--- src/rtl/tts_pkg.sv ---
// Shared types and constants for the tridiagonal solver.
package tts_pkg;

    localparam int MAX_UNKNOWNS = 64;
    localparam int IDX_W        = $clog2(MAX_UNKNOWNS);

    localparam logic signed [31:0] Q_MAX = 32'sh7FFF_FFFF;
    localparam logic signed [31:0] Q_MIN = 32'sh8000_0000;

    typedef enum logic [3:0] {
        S_IDLE,
        S_MUL_C,
        S_MUL_D,
        S_DIV_D,
        S_DIV_C,
        S_BS_RD,
        S_BS_WAIT_RD,
        S_BS_MUL,
        S_BS_OUT,
        S_BS_WAIT
    } t_state;

    typedef enum logic [2:0] {
        D_IDLE,
        D_CHK,
        D_RUN,
        D_FIN,
        D_DONE
    } t_div_state;

endpackage

--- src/rtl/tts_divider.sv ---
// Serial restoring divider: Q32.32 / Q32.32 -> saturated Q16.16, one quotient bit a cycle.
module tts_divider (
    input  logic               i_clk,
    input  logic               i_rst_n,
    input  logic               i_start,
    input  logic signed [63:0] i_num,
    input  logic signed [63:0] i_den,
    output logic               o_done,
    output logic               o_zero,
    output logic signed [31:0] o_quot
);

    tts_pkg::t_div_state r_st, n_st;

    logic        r_neg, r_nsign, r_nz, r_zero;
    logic [63:0] r_un, r_ud, r_rem;
    logic [31:0] r_low, r_q;
    logic [4:0]  r_cnt;
    logic signed [31:0] r_quot;

    logic [64:0] w_trial;
    logic        w_ge;
    logic        w_load;

    assign w_trial = {r_rem, r_low[31]};
    assign w_ge    = (w_trial >= {1'b0, r_ud});
    assign w_load  = i_start && ((r_st == tts_pkg::D_IDLE) || (r_st == tts_pkg::D_DONE));

    always_ff @(posedge i_clk) begin
        if (!i_rst_n) r_st <= tts_pkg::D_IDLE;
        else          r_st <= n_st;
    end

    always_comb begin
        n_st = r_st;
        case (r_st)
            tts_pkg::D_IDLE: if (w_load) n_st = tts_pkg::D_CHK;
            tts_pkg::D_CHK: begin
                if (r_zero || ({16'b0, r_un} >= {r_ud, 16'b0})) n_st = tts_pkg::D_DONE;
                else n_st = tts_pkg::D_RUN;
            end
            tts_pkg::D_RUN:  if (r_cnt == 5'd31) n_st = tts_pkg::D_FIN;
            tts_pkg::D_FIN:  n_st = tts_pkg::D_DONE;
            tts_pkg::D_DONE: n_st = w_load ? tts_pkg::D_CHK : tts_pkg::D_IDLE;
            default:         n_st = tts_pkg::D_IDLE;
        endcase
    end

    always_ff @(posedge i_clk) begin
        if (w_load) begin
            r_neg   <= i_num[63] ^ i_den[63];
            r_nsign <= i_num[63];
            r_nz    <= (i_num != 64'sd0);
            r_zero  <= (i_den == 64'sd0);
            r_un    <= i_num[63] ? 64'(-i_num) : i_num;
            r_ud    <= i_den[63] ? 64'(-i_den) : i_den;
        end
        case (r_st)
            tts_pkg::D_CHK: begin
                r_rem <= {16'b0, r_un[63:16]};
                r_low <= {r_un[15:0], 16'b0};
                r_q   <= '0;
                r_cnt <= '0;
                if (r_zero)
                    r_quot <= !r_nz ? 32'sd0 : (r_nsign ? tts_pkg::Q_MIN : tts_pkg::Q_MAX);
                else
                    r_quot <= r_neg ? tts_pkg::Q_MIN : tts_pkg::Q_MAX;
            end
            tts_pkg::D_RUN: begin
                r_rem <= w_ge ? 64'(w_trial - {1'b0, r_ud}) : w_trial[63:0];
                r_low <= {r_low[30:0], 1'b0};
                r_q   <= {r_q[30:0], w_ge};
                r_cnt <= r_cnt + 5'd1;
            end
            tts_pkg::D_FIN: begin
                if (r_neg)
                    r_quot <= (r_q > 32'h8000_0000) ? tts_pkg::Q_MIN : 32'(-r_q);
                else
                    r_quot <= (r_q > 32'h7FFF_FFFF) ? tts_pkg::Q_MAX : r_q;
            end
            default: ;
        endcase
    end

    assign o_done = (r_st == tts_pkg::D_DONE);
    assign o_zero = r_zero;
    assign o_quot = r_quot;

endmodule

--- config.mk ---
export PLATFORM = sky130hd
export DESIGN_NAME = tts_divider
export DESIGN_NICKNAME = d
export VERILOG_FILES = /design/src/rtl/tts_pkg.sv /design/src/rtl/tts_divider.sv
export SDC_FILE = /design/constraint.sdc
export NUM_CORES = 1
export LEC_CHECK = 0
export ABC_AREA = 1
export BUFFER_PORTS_ARGS = -buffer_cell sky130_fd_sc_hd__buf_2
export CORE_ASPECT_RATIO = 0.9
export CORE_MARGIN = 2
export CORE_UTILIZATION = 30
export CTS_BUF_LIST = sky130_fd_sc_hd__clkbuf_8
export CTS_CLUSTER_DIAMETER = 50
export DETAILED_ROUTE_END_ITERATION = 6
export GPL_ROUTABILITY_DRIVEN = 0
export GPL_TIMING_DRIVEN = 0
export PLACE_DENSITY = 0.42
export SYNTH_ARGS = -nofsm -noshare
export SYNTH_HDL_FRONTEND = slang
export SYNTH_SLANG_ARGS = --single-unit
--- constraint.sdc ---
create_clock -name i_clk -period 28.2 [get_ports i_clk]
set_input_delay 0 -clock i_clk [delete_from_list [all_inputs] [get_ports i_clk]]
set_output_delay 0 -clock i_clk [all_outputs]
set_load 0.05 [all_outputs]
==> impl_metrics.csv, run 1 <==
group,metric,value,unit
power_and_ir_drop,worst_ir_drop_vdd,0.0290,mV
floorplan,placement_rows,97,
sta,achievable-frequency,0.280,GHz
sta,slew_violations,0,
synthesis,share_of_the_synthesized_area_in_compound_gates_ao_oa_aoi_oai,6.05,%
job,max-cap-violations,0,
sta,skew,0.0301,ns
min_path,hold-path-endpoint,"r_ud[0]$_DFFE_PP_",
power_and_ir_drop,power.share.clock,23.4,%
sta,finalHoldViolCount,0,
floorplan,die_h,270,um
sta,period_needed,3.57,ns
critical_path,worst-r2r-setup-slack,24.63,ns
synthesis,yosys-top-cells-area,"edfxtp_1 36%, nand2_1 17%, inv_1 10%",
sta,timing.final.crit_share,12.7,%
sta,setup_viol,0,
synthesis,synthesis.area_per_instance,6.82,um^2
critical_path,slowest_stage,"clkbuf_1",
detailed_routing,maxUsedRoutingLayer,"met4",
power_and_ir_drop,internal_power,0.983,mW
floorplan,boundaryPins,165,
floorplan,dieArea,0.0810,mm^2
synthesis,synth_xor_area_share,6.38,%
layout,multi_input_comb_area,0.0124,mm^2
synthesis,cell_area_after_synthesis,0.0236,mm^2
global_routing,grt_antenna_before_repair,2,
critical_path,crit_arrival,4.08,ns
detailed_routing,drc_errors,0,
cts,cts-root-buf,"clkbuf_8",
cts,max-clock-path-buffers,3,
synthesis,seq_area_frac_synth,36.0,%
placed_design,worst_slack_at_placement,24.44,ns
layout,nFillCells,8594,
placed_design,io_buffers,163,
detailed_routing,drt_iter0_drc,1722,
synthesis,yosys_register_bits,284,
layout,mostFrequentLayoutCells,"1071 x nand2_1, 652 x inv_1, 374 x nor2_1, 281 x edfxtp_1, 256 x nand3_1",
detailed_routing,drt-pass1-iter-count,7,
layout,layout.cells.most_common,"nand2_1",
sta,timing.slew.headroom,17.9,%
global_routing,globalRouteOverflowTotal,0,
cts,post-cts-setup-buffer-count,0,
sta,totalNegativeSetupSlack,0,ns
layout,post_route_cells_drive_above_1_share,7.21,%
min_path,worstHoldStart,"i_den[0]",
cts,clock_insertion_delay_worst_skew,0.66,ns
global_routing,grt_max_degree,35,
synthesis,adder_and_majority_cell_fraction_of_the_synthesized_area,6.28,%
cts,cts_made_buffers,55,
detailed_routing,m1WireLength,43.2,mm
floorplan,floorplan.die.width,300,um
global_routing,first_pass_grt_wire_length,134,mm
synthesis,async_reset_ff_share,0,%
critical_path,critPathMaxStageDelay,0.94,ns
critical_path,worst_r2r_endpoint,"r_rem[43]$_DFFE_PP_",
detailed_routing,vias_per_cell,4.65,
floorplan,initial_core_util,30.3,%
detailed_routing,wl_met2,40.0,mm
critical_path,critical_path.most_common_cell,"nand2_1",
synthesis,synth.lib_cells_used.distinct,43,
cts,clk_pin_slew_worst_paths,0.06,ns
detailed_routing,final_antenna_net_count,0,
sta,setup_ws,24.63,ns
power_and_ir_drop,total_leakage_power,13.8,nW
synthesis,synth_mux_area_share,0,%
cts,sink_count_of_the_clock_tree,284,
synthesis,synth.net_count,3711,
placed_design,dp_hpwl,74.2,mm
power_and_ir_drop,power_density,58.5,mW/mm^2
synthesis,synth_cells,3462,
critical_path,cp-start-kind,"flop",
critical_path,crit_type,"flop to flop",
layout,seqCellArea,0.00850,mm^2
global_routing,grt_util_all_layers,21.7,%
layout,synthToLayoutAreaGrowth,21.9,%
synthesis,post_synth_and_or_nand_nor_area_fraction,33.8,%
synthesis,synth-warning-count,0,
critical_path,cp_data_required_time,28.71,ns
synthesis,yosysTopAreaCellShare,35.7,%
detailed_routing,detail_route.wirelength,88.9,mm
detailed_routing,drt-wirelength-per-cell,18.0,um
detailed_routing,dr_wl_met3,3.70,mm
cts,h-tree-depth,2,
synthesis,yosysTopAreaCell,"edfxtp_1",
sta,rsz0062_at_grt,"no",
outcome,status,"finished, final reports clean",
min_path,timing.hold.worst.class,"primary input to flop",
sta,tightest_slew,1.23,ns
detailed_routing,detailroute.via_count,23038,
critical_path,setup.worst_path.end_class,"flop",
critical_path,crit_fanout,10,
power_and_ir_drop,p_switching,0.701,mW
synthesis,ys.flop_type,"edfxtp_1",
cts,cts_tree,"built",
power_and_ir_drop,power.switching_fraction,41.6,%
synthesis,count_of_flip_flops_with_a_built_in_enable_after_synthesis,281,
critical_path,r2r.worst_path.cells,7,
synthesis,combinational_family_with_the_most_area_after_synthesis,"simple AND/OR/NAND/NOR gates",
global_routing,grt_pass1_vias,22184,
critical_path,cells_traversed_along_the_worst_timing_path,"nor2_1 > nand2_1 > inv_1 > clkbuf_1 > buf_1 > nand3_1 > nand2_1",
floorplan,core,0.0779,mm^2
min_path,hold_path_depth,2,
critical_path,crit-reg2reg-launch,"r_st[2]$_SDFFE_PN0P_",
layout,post_layout_nets,4118,
power_and_ir_drop,power.share.sequential,34.9,%
power_and_ir_drop,power.combinational.fraction,41.7,%
## per-layer routing
metal / up-vias / global-route usage [%]
li1: 11833 / -
met1: 10532 / 30.9
met2: 573 / 35.2
met3: 100 / 1.96
met4: 0 / 5.58
met5: - / 0
## logic make-up after synthesis
family / Yosys count
AO/OA/AOI/OAI: 271
XOR/XNOR: 172
adder cells (fa/ha/maj): 118
buffers and inverters: 709
flip-flops: 284
AND/OR/NAND/NOR: 1908
## critical path: cells and delay by family (launching register included)
kind	cells	cell delay [ns]
buffers and inverters	3	2.11
AND/OR/NAND/NOR	4	0.93
flip-flops	1	0.36
## synthesized netlist by cell type (all sizes together), types with 2 or more instances
cell type	number
nor3	57
o31ai	3
and2	7
nand2	1072
o21bai	6
xor2	122
edfxtp	281
nand3b	25
nand3	258
o21ai	148
nor3b	3
nand4	74
nor4	23
o21a	2
buf	24
xnor2	50
inv	640
a31oi	9
dfxtp	3
nor2	385
o211ai	5
clkbuf	45
or2	2
a21oi	94
ha	117
## timing repair
item | CTS | global route
hold buffers | 178 | 0
setup endpoints to repair | 0 | 0
gates resized for setup | 0 | 0
hold endpoints to repair | 161 | 0
## sequential cells by signal, summed over array words and instances (netlist names)
register and flops:
o_zero 1, r_q 32, r_ud 64, r_neg 1, r_cnt 5, r_un 64, o_quot 32, r_rem 64
r_low 16, r_nz 1, r_nsign 1, r_st 3
## power by group through the flow
stage / combinational [mW] / clock (mW) / sequential (mW)
floorplan: 0.428 / 0 / 0.617
global placement: 0.661 / 0 / 0.626
detailed placement: 0.674 / 0 / 0.597
CTS: 0.699 / 0.410 / 0.589
global route: 0.785 / 0.429 / 0.595
finish: 0.702 / 0.393 / 0.588
## layout make-up
| type | count | share of cell area (%) |
|---|---|---|
| Antenna cell | 1 | 0.00869 |
| Buffer | 69 | 1.06 |
| Clock buffer | 57 | 2.72 |
| Clock inverter | 42 | 0.921 |
| Inverter | 640 | 8.34 |
| Multi-Input combinational cell | 2469 | 43.2 |
| Sequential cell | 284 | 29.5 |
| Tap cell | 1039 | 4.51 |
| Timing Repair Buffer | 350 | 9.72 |
## metrics by stage
stage	cell area, um^2	utilization [%]	hold slack, ns	total power [mW]	instances
final	28800	37.0	0.0846	1.68	4951
after global routing	28800	37.0	0.0871	1.81	4951
after CTS	28800	37.0	0.0490	1.70	4950
after detailed placement	26000	33.3	0.199	1.27	4673
after global placement	25700	33.0	0.197	1.29	4664
after floorplan	23600	-	0.0989	1.05	3462
## how the worst max path moves through the flow
stage,endpoint,startpoint
global route,r_rem[46]$_DFFE_PP_,r_st[2]$_SDFFE_PN0P_
finish,r_rem[43]$_DFFE_PP_,r_st[2]$_SDFFE_PN0P_
detailed placement,r_rem[43]$_DFFE_PP_,r_st[2]$_SDFFE_PN0P_
floorplan,r_cnt[0]$_SDFFCE_PN0P_,r_st[0]$_SDFFE_PN0P_
global placement,r_rem[46]$_DFFE_PP_,r_st[0]$_SDFFE_PN0P_
CTS,r_rem[43]$_DFFE_PP_,r_st[2]$_SDFFE_PN0P_
Note: power is estimated with default switching activity, not from simulation.
==> run 2: changes to the inputs <==
Settings changed: PLACE_DENSITY 0.42 to 0.44.
Clock period 28.2 ns to 3.15 ns, I/O delays scaled along.
==> run 2 against run 1 <==
Cell count increased by 0.30%; critical path depth increased by 8; critical path type unchanged; first-iteration DRC count increased by 0.35%; critical endpoint is now r_rem[9]$_DFFE_PP_; register-to-register slack got worse by 25 ns; sequential power increased to 9.0 times the previous value; worst hold slack improved by 0.016 ns; wire length increased by 0.45%.
==> impl_metrics.csv, run 2 (synthesized netlist as in run 1, its figures left out) <==
group,metric,value,unit
sta,timing.slew.headroom,39.8,%
layout,nFillCells,8500,
layout,finalNonFillerCells,4966,
critical_path,setup.worst_path.end_class,"flop",
cts,clock_insertion_delay_worst_skew,0.65,ns
floorplan,core,0.0779,mm^2
critical_path,worstPathBufferInverterCount,4,
placed_design,instance_area_after_placement,0.0260,mm^2
critical_path,crit_arrival,3.42,ns
critical_path,critPathMaxStageDelay,0.46,ns
detailed_routing,detail_route.wirelength,89.3,mm
detailed_routing,final_antenna_net_count,0,
placed_design,worst_slack_at_placement,-0.544,ns
power_and_ir_drop,power.switching_fraction,40.8,%
global_routing,globalRouteOverflowTotal,0,
outcome,status,"finished, final reports clean",
power_and_ir_drop,power_density,535,mW/mm^2
sta,timing.final.crit_share,96.7,%
power_and_ir_drop,internal_power,9.31,mW
sta,tightest_slew,0.901,ns
placed_design,io_buffers,163,
cts,cts_made_buffers,56,
layout,multi_input_comb_area,0.0128,mm^2
floorplan,placement_rows,97,
critical_path,cp-start-kind,"flop",
power_and_ir_drop,power.share.sequential,33.5,%
layout,mostFrequentLayoutCells,"1066 x nand2_1, 643 x inv_1, 355 x nor2_1, 281 x edfxtp_1, 254 x nand3_1",
power_and_ir_drop,p_switching,6.43,mW
global_routing,grt_max_degree,35,
power_and_ir_drop,power.share.clock,24.7,%
floorplan,die_h,270,um
critical_path,crit_type,"flop to flop",
job,max-cap-violations,0,
critical_path,cells_traversed_along_the_worst_timing_path,"inv_1 > ha_1 > nand2_1 > nor2_1 > nand2_1 > nor2_2 > a21boi_2 > nor2_4 > buf_12 > nand2_4 > buf_12 > buf_6 > nand2_1 > nand3_1 > nand2_1",
sta,setup_viol,0,
power_and_ir_drop,total_leakage_power,13.9,nW
detailed_routing,detailroute.via_count,23321,
sta,rsz0062_at_grt,"yes",
layout,fin_util,37.8,%
sta,finalHoldViolCount,0,
power_and_ir_drop,worst_ir_drop_vdd,0.267,mV
cts,cts-root-buf,"clkbuf_8",
critical_path,cp_data_required_time,3.53,ns
floorplan,floorplan.die.width,300,um
layout,layout.cells.most_common,"nand2_1",
layout,finalInstanceArea,0.0294,mm^2
sta,setup_ws,0.105,ns
sta,totalNegativeSetupSlack,0,ns
placed_design,place.detailed.instances,4673,
cts,clk_pin_slew_worst_paths,0.06,ns
sta,slew_violations,0,
global_routing,grt_antenna_before_repair,4,
layout,synthToLayoutAreaGrowth,24.7,%
floorplan,boundaryPins,165,
global_routing,grt_util_all_layers,21.8,%
min_path,timing.hold.worst.class,"primary input to flop",
detailed_routing,drc_errors,0,
global_routing,grt_pass1_vias,22736,
detailed_routing,vias_per_cell,4.70,
critical_path,crit_fanout,10,
floorplan,initial_core_util,30.3,%
sta,period_needed,3.04,ns
layout,post_route_cells_drive_above_1_share,9.73,%
power_and_ir_drop,power.combinational.fraction,41.8,%
detailed_routing,drt-pass1-iter-count,7,
critical_path,critical_path.most_common_cell,"nand2_1",
layout,seqCellArea,0.00850,mm^2
critical_path,slowest_stage,"ha_1",
global_routing,first_pass_grt_wire_length,135,mm
cts,max-clock-path-buffers,3,
placed_design,dp_hpwl,73.4,mm
floorplan,dieArea,0.0810,mm^2
layout,post_layout_nets,4129,
detailed_routing,drt-wirelength-per-cell,18.0,um
critical_path,critical-path-top-delay-family,"simple AND/OR/NAND/NOR gates",
cts,cts_tree,"built",
sta,skew,0.0276,ns
detailed_routing,drt_iter0_drc,1728,
sta,achievable-frequency,0.328,GHz
cts,sink_count_of_the_clock_tree,284,
layout,reg.largest.list,"r_rem (64), r_ud (64), r_un (64)",
cts,h-tree-depth,2,
[run 2: cell count changes in the layout (fill, tap and decap cells not counted), sizes merged]
cell           before  now
buf               196  207
bufinv              2    5
clkbuf            102  105
inv               659  656
clkinv             17   19
dlygate4sd3       178  176
clkdlybuf4s15       0    1
[run 2: worst register-to-register path, delay by kind of cell (launching register included)]
family | cells | cell delay [ns]
and+or+nand+nor | 9 | 1.14
AOI/OAI and AO/OA | 1 | 0.24
adders and majority gates | 1 | 0.46
buffers and inverters | 4 | 0.60
DFF | 1 | 0.35
[run 2: repair_timing]
action,4_1_cts,5_1_grt
setup endpoints to repair,100,72
endpoints found under the hold margin,145,0
setup buffers,7,6
hold buffers,176,0
gates resized for setup,15,91
pin swaps,1,5
[run 2: power groups by stage]
stage               sequential (mW)  combinational (mW)  clock, mW
floorplan                      5.40                3.84          0
global placement               5.40                5.92          0
detailed placement             5.35                6.04          0
CTS                            5.27                6.30       4.01
global route                   5.34                7.31       4.19
finish                         5.28                6.58       3.89
[run 2: area by class of cell]
type                            instances  area share [%]
Timing Repair Buffer                  361            9.88
Clock inverter                         44            1.11
Inverter                              640            8.16
Tap cell                             1039            4.41
Sequential cell                       284            28.9
Multi-Input combinational cell       2469            43.6
Clock buffer                           60            2.80
Antenna cell                            1         0.00850
Buffer                                 68            1.14
[run 2: path summary, 6_finish.rpt]
check,slack [ns],cells past startpoint,endpoint,from
max,0.11,15,r_rem[9]$_DFFE_PP_,r_ud[52]$_DFFE_PP_
min,0.10,2,r_ud[0]$_DFFE_PP_,i_den[0]
max reg2reg,0.11,15,r_rem[9]$_DFFE_PP_,r_ud[52]$_DFFE_PP_
min reg2reg,0.50,2,r_low[24]$_DFFE_PP_,r_low[23]$_DFFE_PP_
[run 2: layer usage]
metal	global-route usage [%]	up-vias	share of wire (%)
met5	0	-	0
met1	30.6	10759	48
li1	-	11866	-
met4	5.93	0	2.7
met2	35.4	578	45
met3	2.38	118	4.4
[run 2: metrics by stage]
step / hold WS, ns / total power, mW
2_1_floorplan: 0.0989 / 9.25
3_3_place_gp: 0.194 / 11.3
3_5_place_dp: 0.198 / 11.4
4_1_cts: 0.0610 / 15.6
5_1_grt: 0.0668 / 16.8
6_report: 0.101 / 15.7
